==> src/rtl/apdf_pkg.sv <==
// Shared types, codes and constants of the alarm proximity filter.
`default_nettype none
package apdf_pkg;

  localparam int TABLE_DEPTH_DEF = 256;

  localparam int POS_W   = 32;
  localparam int KIND_W  = 3;
  localparam int TOL_W   = 20;
  localparam int ACT_W   = 2;
  localparam int REG_IDX_W = 1;
  localparam int IN_DATA_W  = 2 * POS_W;
  localparam int OUT_DATA_W = 8;

  localparam logic [TOL_W-1:0] SLIDE_TOL_RST   = TOL_W'(2000);
  localparam logic [TOL_W-1:0] SPINDLE_TOL_RST = TOL_W'(280);

  // register indexes on the configuration port
  localparam logic [REG_IDX_W-1:0] REG_SLIDE_TOL   = 1'b0;
  localparam logic [REG_IDX_W-1:0] REG_SPINDLE_TOL = 1'b1;

  // alarm types
  localparam logic [KIND_W-1:0] KIND_FOLDBACK = 3'd1;
  localparam logic [KIND_W-1:0] KIND_NORMAL   = 3'd2;
  localparam logic [KIND_W-1:0] KIND_OTHER    = 3'd3;
  localparam logic [KIND_W-1:0] KIND_GAP      = 3'd4;
  localparam logic [KIND_W-1:0] KIND_XERR     = 3'd5;

  typedef enum logic [ACT_W-1:0] {
    ACT_NONE     = 2'd0,
    ACT_FOLDBACK = 2'd1,
    ACT_GAP      = 2'd2,
    ACT_XERR     = 2'd3
  } apdf_act_t;

  typedef enum logic [1:0] {
    ST_IDLE,
    ST_SCAN,
    ST_DRAIN,
    ST_DONE
  } apdf_state_t;

  // controller -> datapath
  typedef struct packed {
    logic load;    // take the input item
    logic rd_en;   // read the next table entry
    logic finish;  // form the result, update the table
  } apdf_cmd_t;

  // datapath -> controller
  typedef struct packed {
    logic need_scan;  // type 1..3 and the table holds something
    logic last_rd;    // the read being issued is of the last valid entry
    logic out_free;   // output register can take a result
  } apdf_sts_t;

endpackage
`default_nettype wire

==> src/rtl/apdf_ctrl.sv <==
// Controller state machine: accept, table scan, result hand-off.
`default_nettype none
module apdf_ctrl (
  input  wire logic               clk,
  input  wire logic               rst_n,
  input  wire logic               in_tvalid,
  output logic                    in_tready,
  input  wire apdf_pkg::apdf_sts_t sts,
  output apdf_pkg::apdf_cmd_t     cmd
);
  import apdf_pkg::*;

  apdf_state_t state_r, state_nxt;

  always_ff @(posedge clk) begin
    if (!rst_n) begin
      state_r <= ST_IDLE;
    end else begin
      state_r <= state_nxt;
    end
  end

  always_comb begin
    state_nxt = state_r;
    unique case (state_r)
      ST_IDLE: begin
        if (in_tvalid) state_nxt = ST_SCAN;
      end
      ST_SCAN: begin
        if (!sts.need_scan) state_nxt = ST_DONE;
        else if (sts.last_rd) state_nxt = ST_DRAIN;
      end
      ST_DRAIN: begin
        state_nxt = ST_DONE;
      end
      ST_DONE: begin
        if (sts.out_free) state_nxt = ST_IDLE;
      end
      default: state_nxt = ST_IDLE;
    endcase
  end

  always_comb begin
    in_tready  = 1'b0;
    cmd        = '0;
    unique case (state_r)
      ST_IDLE: begin
        in_tready = 1'b1;
        cmd.load  = in_tvalid;
      end
      ST_SCAN: begin
        cmd.rd_en = sts.need_scan;
      end
      ST_DRAIN: begin
        // last compare lands this cycle
      end
      ST_DONE: begin
        cmd.finish = sts.out_free;
      end
      default: begin
        in_tready = 1'b0;
      end
    endcase
  end

endmodule
`default_nettype wire

==> config.mk <==
export PLATFORM = sky130hd
export DESIGN_NAME = apdf_ctrl
export DESIGN_NICKNAME = d
export VERILOG_FILES = /design/src/rtl/apdf_pkg.sv /design/src/rtl/apdf_ctrl.sv
export SDC_FILE = /design/constraint.sdc
export NUM_CORES = 1
export LEC_CHECK = 0
export BUFFER_PORTS_ARGS = -buffer_cell sky130_fd_sc_hd__buf_2
export CAP_MARGIN = 20
export CORE_AREA = 2 2 39 41
export CTS_CLUSTER_SIZE = 14
export DETAILED_ROUTE_END_ITERATION = 12
export DIE_AREA = 0 0 41 43
export PLACE_DENSITY_LB_ADDON = 0.15
export SLEW_MARGIN = 25
export SYNTH_ARGS = -nofsm -noshare
export SYNTH_HDL_FRONTEND = slang
export SYNTH_SLANG_ARGS = --single-unit
export TNS_END_PERCENT = 10
==> constraint.sdc <==
create_clock -name clk -period 3.15 [get_ports clk]
set_input_delay 0.63 -clock clk [delete_from_list [all_inputs] [get_ports clk]]
set_output_delay 0.63 -clock clk [all_outputs]
set_load 0.02 [all_outputs]
==> summary.txt <==
Timing
  – Worst Skew: between 0.0015 and 0.002 ns
  – Fmax: 530 MHz
  – # setup viols final: 0
  – RSZ-0062 raised after global routing: false
  – Final period util: 0.599
  – Relative slew slack: 0.867
  – Final setup TNS: 0 ns
  – Final Hold Viols: 0
  – Crit path time final: approximately 1.9 ns
  – Worst-margin pin slew: around 0.20 ns
  – Pins over their slew limit: 0

Die
  – Core Area: roughly 1400 sq um
  – Rows: 14
  – Io pins: 10
  – Die width: approximately 41 um
  – Die Area: 1760 sq um
  – Initial Util: 0.160
  – Die Y: between 40 and 50 um

Clock network
  – CTS buffer count: 3
  – Hold Buf Count CTS: 0
  – Clk root buf: clkbuf_4
  – Clk buf depth: 2
  – Setup repair bufs after CTS: 0
  – Clk_lat worst skew: ~0.22 ns
  – Clock sink count: 2
  – CTS tree: built
  – H-tree depth: 1
  – Resized Gates After CTS: 0
  – Worst-path clk slew: 0.03 ns

Worst hold path
  – Hold Crit Class: flop to flop
  – Endpoint, Worst Hold: state_r[0]
  – WHS Path Cells: 2
  – Min-delay src: state_r[0]

Yosys
  – Yosys top cell area share: 0.181
  – Cell taking the most area after synthesis: dfxtp_1
  – Top cells by count, synth: 3 x ha_1, 3 x inv_1
  – Post-synth ARST share: 0
  – Syn Nets: 31
  – Post-synthesis sequential area ratio: 0.181
  – Post-Syn Area: between 200 and 250 sq um
  – Synth Register Bits: 2
  – EDFF count, synth: 0
  – Yosys warns: 0
  – Syn Area/Cell: about 10 sq um
  – Mapped Cells: 22
  – Top cells by area, synth: dfxtp_1 18%, ha_1 17%, nand2b_4 12%
  – Top FF cell, synth: dfxtp_1
  – Library cells used by synthesis: 14

Routing
  – Routed WL: roughly 420 um
  – WL/cell: 8.38 um
  – Via count: 198
  – 1st-pass router iterations: 1
  – Number of DRC markers in iteration 0: 0
  – Routed vias/inst: 3.96
  – Remaining antenna violation count: 0
  – Post-route DRC: 0

GRT
  – Congestion Overflow GR: 0
  – Global-route usage over all layers: 0.0671
  – Antenna violations before repair: 0
  – Number of global-route vias before repair: a little under 200
  – First-pass GRT wire length: 738 um
  – Pin count of the biggest net entering global routing: 6

Pwr
  – Psw: roughly 0.13 mW
  – Total Power: ~0.29 mW
  – P_int: ~0.16 mW
  – Sw frac: 0.449
  – Sequential Power Share: 0.181
  – P per Cell Area: slightly above 900 nW/um^2
  – Clock power share: 0.195
  – Leakage: 0.161 nW
  – Comb power frac: 0.624
  – Peak VDD IR: around 0.23 mV

Layout
  – Largest registers: state_r: 2 flops
  – Diodes inserted: 0
  – Max FFs per register: 2
  – NumNets Final: 45
  – Register with the most flip-flops: state_r
  – Share of layout cells above drive strength 1: 0.529
  – Fillers: 158
  – Final Util: 0.223
  – Area added between synthesis and finish: 39.5%

Critical path
  – RR Endpoint: state_r[0]
  – Critical path type: flop to primary output
  – R2R depth: 5
  – CP arrival: approximately 1.3 ns
  – Crit. End Element: primary output
  – Max FO, Critical Path: 5
  – R2r setup slk: 1.88 ns
  – Critical Path RT: 2.52 ns
  – CP Launch Type: flop
  – Reg2reg start: state_r[0]

Placement
  – Placer Congestion: 0.731
  – Port Buffers: 9
  – HPWL Detailed: 360 um

Run
  – Total of max-cap violations: 0

Outcome
  – Status: finished clean
[through the flow]
| stage | std cells | hold slack, ns | setup WS (ns) | instance area (sq um) |
|---|---|---|---|---|
| 2_1_floorplan | 22 | 0.548 | 1.49 | 221 |
| 3_3_place_gp | 47 | 0.614 | 1.46 | 287 |
| 3_5_place_dp | 47 | 0.593 | 1.45 | 287 |
| 4_1_cts | 50 | 0.597 | 1.25 | 309 |
| 5_1_grt | 50 | 0.629 | 1.20 | 309 |
| 6_report | 50 | 0.591 | 1.26 | 309 |
[worst max-delay path by stage]
stage / from / endpoint
after CTS: state_r[0] / cmd[2]
after global placement: sts[2] / cmd[1]
after detailed placement: sts[2] / cmd[1]
final: state_r[0] / cmd[2]
after floorplan: state_r[0] / cmd[2]
after global routing: state_r[0] / cmd[2]
[kinds of logic after synthesis]
family                   share of synthesized area
AO/OA/AOI/OAI                                0.181
adder cells (fa/ha/maj)                      0.170
buffers and inverters                       0.0508
flip-flops                                   0.181
AND/OR/NAND/NOR                              0.418
[critical path, stage by stage (launching register included)]
cell and delay (ns):
dfxtp_1 0.39, inv_1 0.08, ha_1 0.26, and2_1 0.15, buf_2 0.15
[cell type report]
class                           count  area (sq um)  share of cell area
Clock buffer                        3          22.5              0.0729
Tap cell                           16          20.0              0.0648
Multi-Input combinational cell     17           170               0.551
Inverter                            3          11.3              0.0364
Sequential cell                     2          40.0               0.130
Timing Repair Buffer                9          45.0               0.146
[routing by layer]
metal  global-route usage  vias up  part of all wire
li1                     -      105                 -
met1               0.0703       87              0.47
met2               0.0844        6              0.47
met3               0.0471        0             0.053
met4               0.0600        0                 0
met5                    0        -                 0
[power by group through the flow]
stage / logic, mW / clock network [mW] / registers [mW]
floorplan: 0.145 / 0 / 0.0495
global placement: 0.180 / 0 / 0.0544
detailed placement: 0.182 / 0 / 0.0531
CTS: 0.183 / 0.0595 / 0.0527
global route: 0.197 / 0.0637 / 0.0549
finish: 0.180 / 0.0563 / 0.0522
[cell usage in the layout (no fill, tap or decap), drive strengths merged]
cell,instances
ha,3
a21oi,2
a31oi,1
a311oi,1
dfxtp,2
nand2b,2
and2,3
buf,9
a31o,1
and3,1
clkbuf,3
nand3b,2
nand4,1
inv,3
Note: power is estimated with default switching activity, not from simulation.
